`src/rtl/set_assoc_cache_controller_macros.svh`:
```
// assertion macros shared by the cache directory rtl
`ifndef SET_ASSOC_CACHE_CONTROLLER_MACROS_SVH
`define SET_ASSOC_CACHE_CONTROLLER_MACROS_SVH

// same-cycle implication
`define SCC_ASSERT_IMP(lbl, clk, rstn, ante, cons) \
	lbl: assert property (@(posedge clk) disable iff (!rstn) (ante) |-> (cons)) \
		else $error("cache directory check failed");

// next-cycle implication
`define SCC_ASSERT_NXT(lbl, clk, rstn, ante, cons) \
	lbl: assert property (@(posedge clk) disable iff (!rstn) (ante) |=> (cons)) \
		else $error("cache directory sequencing check failed");

`endif

```
`src/rtl/scc_victim.sv`:
```
// victim choice: first invalid way, else the oldest, lowest way on ties
`default_nettype none

module scc_victim #(
	parameter int WAYS = 8,
	parameter int AGE_BITS = 16,
	localparam int WAY_W = (WAYS > 1) ? $clog2(WAYS) : 1
) (
	input  logic [WAYS-1:0]               way_en,
	input  logic [WAYS-1:0]               valid,
	input  logic [WAYS-1:0][AGE_BITS-1:0] ages,
	output logic [WAY_W-1:0]              victim,
	output logic                          full
);

	logic                found;
	logic [AGE_BITS-1:0] best;

	always_comb begin
		victim = '0;
		found  = 1'b0;
		best   = '0;
		for (int w = 0; w < WAYS; w++) begin
			if (way_en[w] && !found) begin
				if (!valid[w]) begin
					victim = WAY_W'(w);
					found  = 1'b1;
				end else if (w == 0 || ages[w] > best) begin
					best   = ages[w];
					victim = WAY_W'(w);
				end
			end
		end
		full = !found;
	end

endmodule

`default_nettype wire

```
`config.mk`:
```
export PLATFORM = sky130hd
export DESIGN_NAME = scc_victim
export DESIGN_NICKNAME = d
export VERILOG_FILES = /design/src/rtl/set_assoc_cache_controller_macros.svh /design/src/rtl/scc_victim.sv
export SDC_FILE = /design/constraint.sdc
export NUM_CORES = 1
export LEC_CHECK = 0
export ABC_AREA = 0
export BUFFER_PORTS_ARGS = -buffer_cell sky130_fd_sc_hd__buf_2
export CORE_MARGIN = 8
export CORE_UTILIZATION = 42
export DETAILED_ROUTE_END_ITERATION = 16
export PLACE_DENSITY = 0.74
export SLEW_MARGIN = 15
export SYNTH_ARGS = -nofsm -noshare
export SYNTH_HDL_FRONTEND = slang
export SYNTH_SLANG_ARGS = --single-unit
```
`constraint.sdc`:
```
create_clock -name vclk -period 23.8
set_input_delay 1.19 -clock vclk [all_inputs]
set_output_delay 1.19 -clock vclk [all_outputs]
set_load 0.05 [all_outputs]
```
Word-level counts from Yosys, hierarchy flattened:

Index checks and enable logic that the tools add are counted.

* register bits: 0
* logic and storage cells: 79

* magnitude comparators: 7
* muxes and demuxes: 57
* reduce and logical (&&, ||, !) cells: 15

Operators by type and width (count)
* $mux 16: 20
* $gt 16x16->1: 7
* $mux 3: 18
* $mux 1: 19
* $logic_not 1->1: 8
* $logic_and 1x1->1: 7

Longest topological paths before layout:

Gate-level depths: netlist of the first run.

* word-level depth: 30
* depth in mapped cells: 95
* gate-level depth less buffers: 83

Worst setup path before layout of the first run:

OpenSTA, ideal clock, no wires.

* path kind: input-to-output
* from: in valid[0]
* to: out victim[1]
* data arrival time: 17.864 ns
* required time: 22.610 ns
* slack: 4.746 ns
* cell stages on the path: 90
* path buffers: 12
* path through: and2_1 > clkbuf_1 > clkbuf_1 > nand2_1 > ha_1 > nand4_2 > nor3_1 > a2111o_1 > o31ai_1 > nor2_1 > clkbuf_1 > o21ai_0 > inv_1 > ha_1 > nand2_1 > or3_1 > nor4_1 > a31oi_1 > (+54 left out) > or3_1 > clkbuf_1 > clkbuf_1 > mux2_2 > ha_1 > nor2b_1 > o21a_1 > o21a_1 > o21a_1 > o21a_1 > o21a_1 > o21a_1 > o21ai_0 > nand3_1 > o2111ai_1 > a21oi_1 > nor2_1 > o21ai_0

* cells in the longest elaborated chain, start to end: 30

RTL lines
* start: declaration: RTL line scc_victim.sv:10 `input logic [WAYS-1:0] valid,`
* $mux 16: RTL line scc_victim.sv:25 `if (!valid[w]) begin`
* $mux 16: RTL line scc_victim.sv:24 `if (way_en[w] && !found) begin`
* $gt 16x16->1: RTL line scc_victim.sv:28 `end else if (w == 0 || ages[w] > best) begin`
* $mux 16: RTL line scc_victim.sv:28
* $mux 16: RTL line scc_victim.sv:25
* $mux 16: RTL line scc_victim.sv:24
* $gt 16x16->1: RTL line scc_victim.sv:28
* $mux 16: RTL line scc_victim.sv:28
* (+14 left out)
* $gt 16x16->1: RTL line scc_victim.sv:28
* $mux 16: RTL line scc_victim.sv:28
* $mux 16: RTL line scc_victim.sv:25
* $mux 16: RTL line scc_victim.sv:24
* $gt 16x16->1: RTL line scc_victim.sv:28
* $mux 3: RTL line scc_victim.sv:28
* $mux 3: RTL line scc_victim.sv:25
* $mux 3 *: RTL line scc_victim.sv:24
* end: declaration: RTL line scc_victim.sv:12 `output logic [WAY_W-1:0] victim,`

Mark *: on every way between the ends. The rest lies on a longest branch, timed or not.

Worst setup path in the final report of the first run:

* from: in valid[0]
* to: out victim[2]

Same word-level chain as after synthesis.

==> metrics, run 1 <==
status completed; largest cells by area after synthesis ha_1, a21oi_1, inv_1; vias 5095; Starting DRT DRC Count 317; largest net degree at the start of global routing 43; sequential area share after synthesis 0%; most used cell, CP a21o_1; maxcap violations 0; nets@finish 1035; crit path launch type input pin; Tmin final 20.98 ns; Non-Filler Instances 918; count of TritonRoute iterations in the first routing pass 7; Layout fillers 1113; final total power 0.000136 W; share of the synthesized area in the top cell type 30.4%; Crit path largest cell delay 0.78 ns; top cell family by delay on the critical path compound AO/OA/AOI/OAI gates; Placer Congestion 1.04; Avg Inst Size Synth 6.82 um^2; Hold EP full; share of layout cells above drive strength 1 22.9%; FMAX 47.7 MHz; Mapped Cells 651; grt ovf 0; Placed Area 5280 um^2; global-route wire length before repair 23000 um; initial antenna violation count 1; drt drc 0; Post-CTS Setup Repair Bufs 0; Final ANT Viol Nets 0; post-cts sizing count 0; post-DP HPWL 12700 um; dpl cells 917; Core Rows 37; CTS Hold Buffers Added 0; clkbuf count 0; unrepaired setup endpoints after global routing no; arrival time worst endpoint 19.79 ns; synth warn 0; count of cell types in the netlist 60; chip height 119 um; Lkg Pwr 2.69 nW; Synthesized Nets 903; Rel. slew slack 35.0%; Die Wd 119 um; worst vdd ir 0.0149 mV; core area 10300 um^2; Data required, critical path 22.61 ns; commonest cells in the netlist ha_1, inv_1, a21oi_1, nand2_1, nor2_1; setup TNS 0 ns; final instance area 5290 um^2; CP max FO 42; Initial Util 43.2%; sequential cell count 0; mapped cell area 4440 um^2; All-Layer GR Usage 18.9%; worst setup path class input pin to output port; Least-Margin Pin Slew 0.972 ns; post-synth top area cell ha_1; Hold/Removal Path Class input pin to output port; Slew Viols, Final 0; vias in the first global route 4993; CP endpoint kind output port; Setup violations, final 0; power per cell area 25.7 nW/um^2; Die Area 14100 um^2; hold_sp way_en[7]; count leader, synth ha_1; Fin. Hold Viols 0; worst hold path depth 4; number of vias per cell 5.55; Crit-path slowest cell nor2_1; Sequential Area 0 um^2; Ports 148; Routed WL 14100 um; Routed WL per cell 15.3 um; Crit path buffers/inverters 6; Area growth syn-to-layout 19.0%; fin crit share 88.1%; IO Port Bufs 148
-- worst min-delay path: cells and delay by family --
kind | cells | cell delay [ns]
and+or+nand+nor | 2 | 0.18
buffers and inverters | 2 | 0.29
-- how the worst max path moves through the flow --
stage	start	to	slack [ns]	depth (start not counted)
6_report	valid[0]	victim[2]	2.82	87
5_1_grt	valid[0]	victim[2]	1.0	85
4_1_cts	valid[0]	victim[2]	3.10	87
3_5_place_dp	valid[0]	victim[2]	3.16	87
3_3_place_gp	valid[0]	victim[1]	3.74	86
2_1_floorplan	valid[0]	victim[1]	4.75	90
-- power breakdown --
part | internal, W | switching [W] | total [W]
clock network | 0.00000000000561 | 0 | 0.00000000000562
logic | 0.0000602 | 0.0000758 | 0.000136
registers | 0 | 0 | 0
-- kinds of logic (layout without fill, tap and decap cells) --
group	Yosys count	count (layout)	synth area share [%]
AOI/OAI and AO/OA	196	196	28.0
other	0	1	0
adders and majority gates	108	108	30.4
muxes	38	38	9.38
and+or+nand+nor	213	213	23.8
buffers and inverters	96	226	8.40
-- cells in the final DEF (no fill, tap or decap), types with 3 or more instances in the layout --
master,count
a211oi_1,15
a21boi_0,3
a21o_1,19
a21oi_1,62
a221oi_1,4
a31o_2,4
a31oi_1,4
and2_1,3
and3_1,19
buf_2,148
buf_4,3
ha_1,108
inv_1,75
mux2_2,13
mux2_4,3
mux2i_1,20
nand2_1,62
nand2b_1,5
nand3_1,10
nand4_1,16
nor2_1,42
nor2b_1,13
nor3_1,24
nor4_1,3
o211ai_1,4
o21a_1,9
o21ai_0,37
o21ai_1,10
o22ai_1,3
or3_1,5
-- per-layer routing --
| layer | wire (um) | share of wire, % | global-route usage, % | vias to the layer above |
|---|---|---|---|---|
| li1 | - | - | - | 2665 |
| met1 | 6740 | 48 | 25.1 | 2295 |
| met2 | 6640 | 47 | 33.7 | 131 |
| met3 | 619 | 4.4 | 1.65 | 4 |
| met4 | 50 | 0.36 | 1.03 | 0 |
| met5 | 0 | 0 | 0 | - |
-- stage by stage --
stage / setup WS, ns / hold WS, ns / utilization (%)
2_1_floorplan: 4.75 / 2.71 / -
3_3_place_gp: 3.74 / 2.86 / 51.4
3_5_place_dp: 3.16 / 2.86 / 51.4
4_1_cts: 3.10 / 2.86 / 51.4
5_1_grt: 0.995 / 2.88 / 51.4
6_report: 2.82 / 2.85 / 51.4
-- area by class of cell --
class	instances	area (um^2)	area share, %
tap	136	170	3.22
inverter	75	282	5.33
antenna	1	2.50	0.0473
timing repair buffer	151	763	14.4
multi-input combinational	555	4070	77.0
No activity file was read; power rests on OpenSTA's default activity.
==> run 2: changes to the inputs <==
CORE_UTILIZATION = 54   (was 42)
PLACE_DENSITY = 0.91   (was 0.74)
==> run 2 against run 1 <==
  * Sequential share of layout area unchanged
  * Via count increased by 5.1%
  * Total power increased by 2.2%
  * Global-route usage increased by 5.4 points
  * Largest cell class unchanged
==> metrics, run 2 (synthesis gave the netlist of run 1 again) <==
status completed (unchanged); area used by multi-input combinational logic 4070 um^2 (unchanged); CP max FO 42 (unchanged); post-DP HPWL 13000 um (was 12700 um); most common cell after layout, fill and taps aside buf_2 (unchanged); Die Area 11400 um^2 (was 14100 um^2); Hold/Removal Path Class input pin to output port (unchanged); power per cell area 26.5 nW/um^2 (was 25.7 nW/um^2); Sequential Area 0 um^2 (unchanged); commonest cells after routing, fill and taps aside buf_2, ha_1, inv_1 (unchanged); Rel. slew slack 32.6% (was 35.0%); number of vias per cell 6.03 (was 5.55); Post-CTS Setup Repair Bufs 0 (unchanged); Routed WL per cell 16.5 um (was 15.3 um); CP endpoint kind output port (unchanged); global-route wire length before repair 23500 um (was 23000 um); Placed Area 5240 um^2 (was 5280 um^2); largest net degree at the start of global routing 43 (unchanged); Ports 148 (unchanged); Tmin final 21.03 ns (was 20.98 ns); drt drc 0 (unchanged); setup TNS 0 ns (unchanged); Crit path buffers/inverters 6 (unchanged); unrepaired setup endpoints after global routing no (unchanged); share of layout cells above drive strength 1 22.9% (unchanged); most used cell, CP a21o_1 (unchanged); Crit path largest cell delay 0.80 ns (was 0.78 ns); Routed WL 14700 um (was 14100 um); Hold EP full (unchanged); FMAX 47.6 MHz (was 47.7 MHz); crit path launch type input pin (unchanged); arrival time worst endpoint 19.84 ns (was 19.79 ns); clkbuf count 0 (unchanged); final instance area 5250 um^2 (was 5290 um^2); Fin Hold WS 2.90 ns (was 2.85 ns); core area 8090 um^2 (was 10300 um^2); Initial Util 54.9% (was 43.2%); Setup violations, final 0 (unchanged); vias in the first global route 5162 (was 4993); count of TritonRoute iterations in the first routing pass 5 (was 7); nets@finish 1035 (unchanged); Placer Congestion 0.980 (was 1.04); Non-Filler Instances 888 (was 918); fin crit share 88.4% (was 88.1%); CTS Hold Buffers Added 0 (unchanged); sequential cell count 0 (unchanged); IO Port Bufs 148 (unchanged); vias 5353 (was 5095); Data required, critical path 22.61 ns (about the same); Area growth syn-to-layout 18.2% (was 19.0%); Starting DRT DRC Count 338 (was 317); worst vdd ir 0.0168 mV (was 0.0149 mV); Core Rows 33 (was 37); maxcap violations 0 (unchanged); chip height 107 um (was 119 um); Least-Margin Pin Slew 1.01 ns (was 0.972 ns); worst setup path class input pin to output port (unchanged); top cell family by delay on the critical path compound AO/OA/AOI/OAI gates (unchanged); All-Layer GR Usage 24.2% (was 18.9%); post-cts sizing count 0 (unchanged); Slew Viols, Final 0 (unchanged); Lkg Pwr 2.69 nW (about the same); initial antenna violation count 2 (was 1); Fin. Hold Viols 0 (unchanged); Layout fillers 767 (was 1113); Final ANT Viol Nets 0 (unchanged); Crit-path slowest cell nor2_1 (unchanged); Die Wd 107 um (was 119 um); dpl cells 886 (was 917); worst hold path depth 4 (unchanged); hold_sp way_en[7] (unchanged); grt ovf 0 (unchanged)
run 2: changes by cell type in the layout (fill, tap and decap cells not counted), sizes merged:
cell	before	now
diode	1	2
run 2: worst min-delay path, stage by stage:
cell and delay, ns:
buf_2 0.09, nand2b_1 0.07, nor2b_1 0.15, buf_2 0.21
run 2: layout make-up:
type / instances / area share (%)
timing repair buffer: 151 / 14.5
antenna: 2 / 0.0954
inverter: 75 / 5.36
tap: 105 / 2.50
multi-input combinational: 555 / 77.5
run 2: worst max-delay path by stage:
stage	startpoint	to	slack [ns]	cells after the start
final	valid[0]	victim[1]	2.77	87
after global routing	valid[0]	victim[1]	1.16	87
after CTS	valid[0]	victim[1]	3.01	87
after detailed placement	valid[0]	victim[1]	3.00	87
after global placement	valid[0]	victim[0]	3.72	85
after floorplan	valid[0]	victim[1]	4.75	90
run 2: layer usage:
metal  vias to the layer above  wire length (um)  track usage [%]
li1                       2670                 -                -
met1                      2470              6440             31.8
met5                         -                 0                0
met2                       201              6990             42.6
met3                        12              1090             2.58
met4                         0               154             2.81
run 2: through the flow:
stage / total power [W] / utilization, % / setup slack (ns)
2_1_floorplan: 0.0000940 / - / 4.75
3_3_place_gp: 0.000130 / 64.8 / 3.72
3_5_place_dp: 0.000136 / 64.8 / 3.00
4_1_cts: 0.000137 / 64.8 / 3.01
5_1_grt: 0.000156 / 64.9 / 1.16
6_report: 0.000139 / 64.9 / 2.77
run 2: report_power, final:
group	leakage (nW)	internal, W	switching, W
clock	0.0000127	0.0000000000112	0
sequential	0	0	0
combinational	2.69	0.0000607	0.0000782
