==> src/rtl/set_assoc_cache_controller_macros.svh <==
// assertion macros shared by the cache directory rtl
`ifndef SET_ASSOC_CACHE_CONTROLLER_MACROS_SVH
`define SET_ASSOC_CACHE_CONTROLLER_MACROS_SVH

// same-cycle implication
`define SCC_ASSERT_IMP(lbl, clk, rstn, ante, cons) \
	lbl: assert property (@(posedge clk) disable iff (!rstn) (ante) |-> (cons)) \
		else $error("cache directory check failed");

// next-cycle implication
`define SCC_ASSERT_NXT(lbl, clk, rstn, ante, cons) \
	lbl: assert property (@(posedge clk) disable iff (!rstn) (ante) |=> (cons)) \
		else $error("cache directory sequencing check failed");

`endif

==> src/rtl/scc_pkg.sv <==
// shared types and constants of the cache directory
`default_nettype none

package scc_pkg;

	localparam int ADDR_W        = 64;
	localparam int BYTES_W       = 9;
	localparam int TIME_W        = 19;
	localparam int DLY_W         = 16;
	localparam int MAX_LINE_BITS = 8;
	localparam int IN_TDATA_W    = 80;
	localparam int OUT_TDATA_W   = 96;
	localparam int CFG_IDX_W     = 3;
	localparam int CFG_DATA_W    = 16;

	typedef enum logic [CFG_IDX_W-1:0] {
		REG_OFFSET_BITS   = 3'd0,
		REG_INDEX_BITS    = 3'd1,
		REG_WAYS_USED     = 3'd2,
		REG_WRITE_THROUGH = 3'd3,
		REG_ALLOC_ON_WR   = 3'd4,
		REG_BUS_DELAY     = 3'd5,
		REG_HIT_DELAY     = 3'd6
	} cfg_reg_t;

	typedef enum logic [1:0] {
		KIND_RESP = 2'd0,
		KIND_RD   = 2'd1,
		KIND_WR   = 2'd2
	} item_kind_t;

	typedef struct packed {
		logic [3:0]       offset_bits;
		logic [3:0]       index_bits;
		logic [3:0]       ways_used;
		logic             write_through_mode;
		logic             allocate_on_write;
		logic [DLY_W-1:0] bus_delay;
		logic [DLY_W-1:0] hit_delay;
	} cfg_t;

	localparam cfg_t CFG_RESET = '{
		offset_bits:        4'd6,
		index_bits:         4'd6,
		ways_used:          4'd8,
		write_through_mode: 1'b0,
		allocate_on_write:  1'b1,
		bus_delay:          16'd0,
		hit_delay:          16'd1
	};

endpackage

`default_nettype wire

==> src/rtl/scc_way_scan.sv <==
// tag match and age update across the ways of one set
`default_nettype none

module scc_way_scan #(
	parameter int WAYS = 8,
	parameter int AGE_BITS = 16,
	localparam int WAY_W = (WAYS > 1) ? $clog2(WAYS) : 1
) (
	input  logic [WAYS-1:0]                       way_en,
	input  logic [WAYS-1:0]                       valid,
	input  logic [WAYS-1:0][scc_pkg::ADDR_W-1:0]  tags,
	input  logic [WAYS-1:0][AGE_BITS-1:0]         ages_in,
	input  logic [scc_pkg::ADDR_W-1:0]            tag,
	output logic [WAYS-1:0][AGE_BITS-1:0]         ages_out,
	output logic                                  hit,
	output logic [WAY_W-1:0]                      hit_way
);

	import scc_pkg::*;

	localparam logic [AGE_BITS-1:0] AGE_MAX = {AGE_BITS{1'b1}};

	always_comb begin
		ages_out = ages_in;
		hit      = 1'b0;
		hit_way  = '0;
		for (int w = 0; w < WAYS; w++) begin
			if (way_en[w] && valid[w]) begin
				if (tags[w] == tag) begin
					// last matching way wins
					hit         = 1'b1;
					hit_way     = WAY_W'(w);
					ages_out[w] = '0;
				end else if (ages_in[w] != AGE_MAX) begin
					ages_out[w] = ages_in[w] + AGE_BITS'(1);
				end
			end
		end
	end

endmodule

`default_nettype wire

==> config.mk <==
export PLATFORM = sky130hd
export DESIGN_NAME = scc_way_scan
export DESIGN_NICKNAME = d
export VERILOG_FILES = /design/src/rtl/set_assoc_cache_controller_macros.svh /design/src/rtl/scc_pkg.sv /design/src/rtl/scc_way_scan.sv
export SDC_FILE = /design/constraint.sdc
export NUM_CORES = 1
export LEC_CHECK = 0
export ABC_AREA = 1
export BUFFER_PORTS_ARGS = -buffer_cell sky130_fd_sc_hd__buf_4
export CORE_AREA = 2 2 336 338
export DETAILED_ROUTE_END_ITERATION = 16
export DIE_AREA = 0 0 338 340
export PLACE_DENSITY = 0.36
export SYNTH_ARGS = -nofsm -noshare
export SYNTH_HDL_FRONTEND = slang
export SYNTH_SLANG_ARGS = --single-unit
==> constraint.sdc <==
create_clock -name vclk -period 3.01
set_clock_uncertainty 0.1 [all_clocks]
set_input_delay 0.602 -clock vclk [all_inputs]
set_output_delay 0.602 -clock vclk [all_outputs]
set_load 0.02 [all_outputs]
## Word-level counts from Yosys, hierarchy flattened

Index checks and enable logic that the tools add are counted.

| operators by class | value |
|---|---|
| $add $sub $neg | 8 |
| multipliers | 0 |
| divide/modulo/power cells | 0 |
| magnitude comparators | 0 |
| equal/unequal tests | 16 |
| shifts and indexed selects | 0 |
| mux-type cells | 54 |
| bitwise logic cells | 0 |
| reduce and logical (&&, ||, !) cells | 8 |

Operators with widths:

| kind | number |
|---|---|
| $eq A64 B64 Y1 | 8 |
| $mux W16 | 24 |
| $add A16 B1 Y16 const B | 8 |
| $ne A16 B16 Y1 const B | 8 |
| $mux W3 | 12 |
| $mux W1 | 18 |
| $logic_and A1 B1 Y1 | 8 |

| storage, ports and cells | value |
|---|---|
| register bits | 0 |
| bits in latches | 0 |
| memory bits (writable) | 0 |
| bits in read-only memories | 0 |
| input bits | 720 |
| output and inout port bits | 132 |
| word-level logic and storage cells | 86 |
| memories kept | 0 |

## Longest topological paths before layout

Gate-level depths: netlist of run 1.

| depth | value |
|---|---|
| depth in word-level cells | 17 |
| depth in mapped cells | 17 |

## Least setup slack after synthesis of run 1

No wires, ideal clock.

| timing path | value |
|---|---|
| path kind | input-to-output |
| start | input ages_in[112] (netlist name) |
| end | output ages_out[122] (netlist name) |
| arrival time | 2.174 ns |
| path slack | 0.134 ns |
| stages | 10 |
| path buffers | 0 |
| cell sequence | ha_1 nand2_1 nor2_2 nand4_1 nor2_2 nand2_1 nand2_4 nor3_1 and3_1 nor3_1 |

RTL lines:

| what | RTL line | text |
|---|---|---|
| from (decl) | scc_way_scan.sv:12 | `input logic [WAYS-1:0][AGE_BITS-1:0] ages_in,` |
| to (decl) | scc_way_scan.sv:14 | `output logic [WAYS-1:0][AGE_BITS-1:0] ages_out,` |

==> flow_summary.ini, run 1 <==
[finish]
area_growth_pct = 116
multi_input_comb_area_um2 = 11500
design.seq.count = 0
drive_above_1_share = 0.522
final_nets = 3921
clock_buffer_count = 0
seq_area_um2 = 0
fillers = 12800
finish.utilization = 0.222
final_cells = 4698

[timing]
period_minus_slack_ns = 3.17
relSlewSlack = 0.694
rsz0062_at_grt = yes
worst_pin_slew_ns = 0.457
timing.final.ws_setup_ns = -0.156
fin_crit_sh = 1.05
finalSetupViolations = 95
drv_slew = 0
fmax_ghz = 0.316
hold_violations = 0

[synthesis]
avgSynthCellArea_um2 = 5.54
yosysUniqueCellTypes = 49
yosysTopAreaCell = xnor2_1
synth_top_area_share = 0.256
synthesis.area_um2 = 11500
yosys_warnings = 0
yosysSeqAreaShare = 0
synthTopCellsByArea = xnor2_1, nand2_1, nor2_1
syn-num-nets = 2801
netlist_instances = 2073

[power_and_ir_drop]
power.leakage_uw = 0.0121
ir_drop_uv = 55.6
power.density_nw_per_um2 = 131

[routing]
wl_per_cell_um = 18.3
routed_wl_um = 85900
drt.antenna.violating_nets = 0
drtIter0Drc = 527
vias_per_cell = 3.60
drc = 0
vias = 16900
dr.pass1.iters = 5

[floorplan]
fp.dieH_um = 340
die-area_um2 = 115000
rows = 123
fp.dieW_um = 338
initial_utilization = 0.103
io_pins = 852
core_area_um2 = 112000

[grt]
antenna_found_initial = 19
first_global_vias = 17400
gr-total-overflow = 0
grt_max_degree = 13
grt_pass1_wl_um = 118000
grtUsageTotal = 0.140

[placed_design]
gp_congestion = 0.913
port_buffers = 852
dpl.cell_count = 4647
hpwl_um = 78100

[outcome]
failed_checks = setup timing
status = finished, violations left

[min_path]
hold_class = in -> out

[worst_setup_path]
critPathLaunchType = input pin
crit_type = in -> out
worstPathRequired_ns = 2.31
critPathArrivalTime_ns = 2.46
cp_max_fo = 7
cp-end-kind = primary output

[job]
max-cap-violations = 0
repair_timing:
| action | CTS | global route |
|---|---|---|
| pin swaps | 139 | 127 |
| gates resized for setup | 475 | 235 |
| hold buffers | 0 | 0 |
| setup buffers | 20 | 32 |
| gates cloned | 5 | 0 |
| setup endpoints to repair | 132 | 132 |
through the flow:
stage               area, um2  total power [uW]  setup TNS [ns]  worst slack, ns  hold WS, ns
floorplan               11500              1270               0            0.134         1.23
global placement        21600              2890          -57.15           -0.741         1.44
detailed placement      21600              2890          -57.86           -0.761         1.44
CTS                     23600              3140          -13.41           -0.217         1.42
global route            24800              3500          -19.45           -0.324         1.43
finish                  24800              3240           -6.26           -0.156         1.41
power by group:
group	switching, uW	internal [uW]	leakage [uW]
logic	1500	1740	0.0121
clock network	0	0.000313	0.0000000444
registers	0	0	0
total	1500	1740	0.0121
worst max-delay path, cell delays in order:
cell and delay, ns:
buf_12 0.11, buf_8 0.13, xnor2_2 0.15, nand4_1 0.23, nor2_1 0.18, nand2_2 0.10, nor2_4 0.11, buf_12 0.14
nand3_4 0.12, buf_12 0.19, o211ai_1 0.08, inv_1 0.11, buf_6 0.15
worst paths after layout:
path | start | end | slack (ns) | depth (start not counted)
worst min-delay path | ages_in[118] | ages_out[118] | 1.41 | 3
worst max-delay path | tag[22] | ages_out[113] | -0.16 | 13
cell families (layout without fill, tap and decap cells):
logic type	count (synthesis)	after routing	share of synthesized area
buffers and inverters	402	1519	0.156
XOR/XNOR	442	442	0.337
AND/OR/NAND/NOR	1085	1086	0.424
adder cells (fa/ha/maj)	8	8	0.00872
other	0	7	0
AO/OA/AOI/OAI	136	136	0.0740
synthesized netlist by cell type (all sizes together), types with 29 or more instances:
library cell and number:
xnor2 335, o21ai 60, xor2 107, a21oi 29, nand2 461, nand3 104
nand4 100, buf 73, nor2 310, or2 33, nor3 44, inv 328
final cells by class:
type | instances | area share
antenna | 7 | 0.000707
timing repair buffer | 1189 | 0.406
inverter | 329 | 0.0531
tap | 1500 | 0.0757
timing repair inverter | 1 | 0.000303
multi-input combinational | 1672 | 0.465
metal layers:
metal,wire [um],share of wire,global-route usage,vias up
li1,-,-,-,8682
met3,7180,0.084,0.0382,64
met1,32100,0.37,0.153,7583
met5,132,0.0015,0,-
met2,45100,0.53,0.267,558
met4,1410,0.016,0.0256,22
cell usage in the layout (no fill, tap or decap), types with 10 or more instances in the layout:
master,count
xor2_1,101
nor2_4,35
nor2_1,206
buf_6,161
nand2_2,61
nand3_2,25
buf_12,28
xnor2_2,60
buf_4,981
inv_1,232
nand3_1,67
or2_2,11
o21ai_0,34
nand2_4,22
inv_2,82
nor3_1,23
buf_8,15
o211ai_1,14
nand3_4,13
a21oi_1,20
nand2_1,376
nand4_1,99
o21ai_2,14
o21ai_1,10
or2_1,11
nor2_2,69
xnor2_1,271
o22ai_1,10
nor3_2,18
Power figures use the tool's default switching activity.
==> run 2: changes to the inputs <==
REMOVE_ABC_BUFFERS = 1   (was default)
==> run 2 against run 1 <==
Compared with the run above:
- the run still ends with setup timing left
- die area did not move
- flip-flop and latch count did not move
- sequential share of layout area did not move
- critical path depth fell by 1
- first-iteration DRC count fell by 3.6%
- cell area rose by 2.2%
- routed wire length rose by 0.28%
- worst setup slack got worse by 0.20 ns
- core utilization rose by 0.49 points
- critical endpoint is now ages_out[121]
- largest power group unchanged
==> flow_summary.ini, run 2 (synthesis results as in run 1) <==
[floorplan]
fp.dieW_um = 338
rows = 123
io_pins = 852
die-area_um2 = 115000
initial_utilization = 0.103
fp.dieH_um = 340
core_area_um2 = 112000

[timing]
fin_hold_ws_ns = 1.44
fmax_ghz = 0.297
relSlewSlack = 0.600
period_minus_slack_ns = 3.37
drv_slew = 0
timing.final.ws_setup_ns = -0.356
rsz0062_at_grt = yes
hold_violations = 0
finalSetupTns_ns = -17.16
fin_crit_sh = 1.12
worst_pin_slew_ns = 0.596
finalSetupViolations = 111

[job]
max-cap-violations = 0

[placed_design]
gp_congestion = 0.870
place_ws_ns = -1.04
port_buffers = 852
hpwl_um = 78400

[worst_setup_path]
path_cells = buf_4, xor2_1, nor2_2, nand4_1, buf_4, nor2_4, buf_6, nand3_4, buf_12, nand2_1, inv_1, buf_4
cp-end-kind = primary output
crit_type = in -> out
crit_start = tag[8]
worstPathRequired_ns = 2.31
critPathArrivalTime_ns = 2.66
critPathSlowestCell = nand4_1
critPathMaxStageDelay_ns = 0.34
critPathLaunchType = input pin
crit_top_cell = buf_4
cp_max_fo = 8

[routing]
dr.pass1.iters = 4
routed_wl_um = 86200
drtIter0Drc = 508
wl_per_cell_um = 18.4
drc = 0
vias = 16900
drt.antenna.violating_nets = 0
vias_per_cell = 3.60

[cts]
postCtsHoldBufs = 0

[outcome]
status = finished, violations left
failed_checks = setup timing

[finish]
seq_area_um2 = 0
drive_above_1_share = 0.532
clock_buffer_count = 0
fillers = 12700
design.seq.count = 0
area_growth_pct = 121
final_nets = 3912
final_cell_mix = buf_4, nand2_1, xnor2_1
multi_input_comb_area_um2 = 11900
final_common_cell = buf_4

[grt]
grtUsageTotal = 0.140
gr-total-overflow = 0
first_global_vias = 17100
antenna_found_initial = 18
grt_max_degree = 10
grt_pass1_wl_um = 117000

[min_path]
hold_start = ages_in[95]
hold_path_depth = 4
hold_class = in -> out

[power_and_ir_drop]
power.leakage_uw = 0.0122
power.density_nw_per_um2 = 130
ir_drop_uv = 65.7
==> run 2: changes by cell type in the layout (fill, tap and decap cells not counted), sizes merged <==
cell / before / now
clkinvlp: 1 / 2
inv: 324 / 325
buf: 1188 / 1180
clkinv: 4 / 3
diode: 7 / 13
clkbuf: 1 / 0
nand3: 105 / 104
==> run 2: layout make-up <==
| type | instances | area share |
|---|---|---|
| multi-input cells | 1671 | 0.470 |
| repair buffers | 1180 | 0.402 |
| well taps | 1500 | 0.0741 |
| inverters | 329 | 0.0521 |
| diodes | 13 | 0.00128 |
| repair inverters | 2 | 0.000741 |
==> run 2: report_power, final <==
group / switching [uW] / internal [uW] / leakage [uW]
logic: 1530 / 1760 / 0.0122
registers: 0 / 0 / 0
clock network: 0 / 0.000583 / 0.0000000824
==> run 2: timing repair <==
| action | in CTS | in global routing |
|---|---|---|
| endpoints found under the setup margin | 132 | 132 |
| setup buffers | 20 | 47 |
| gates resized for setup | 522 | 332 |
| cloned | 5 | 0 |
| pin swaps | 137 | 158 |
==> run 2: metrics by stage <==
| stage | util | instance area (um2) | std cells | power [uW] |
|---|---|---|---|---|
| 5_1_grt | 0.227 | 25300 | 4693 | 3550 |
| 3_3_place_gp | 0.193 | 21500 | 4631 | 2880 |
| 2_1_floorplan | - | 10900 | 2000 | 1100 |
| 4_1_cts | 0.213 | 23700 | 4643 | 3140 |
| 6_report | 0.227 | 25300 | 4695 | 3290 |
| 3_5_place_dp | 0.193 | 21500 | 4631 | 2880 |
==> run 2: critical path: cells and delay by family <==
family / cells / cell delay, ns
xor gates and xnor gates: 1 / 0.18
buffers and inverters: 6 / 0.97
and+or+nand+nor: 5 / 0.90
==> run 2: path summary, 6_finish.rpt <==
check       endpoint  slack (ns)
max    ages_out[121]       -0.36
min     ages_out[95]        1.44
==> run 2: layer usage <==
layer  share of wire  track usage
met3           0.074       0.0368
met4           0.017       0.0280
met2            0.53        0.268
met5         0.00079            0
met1            0.38        0.153
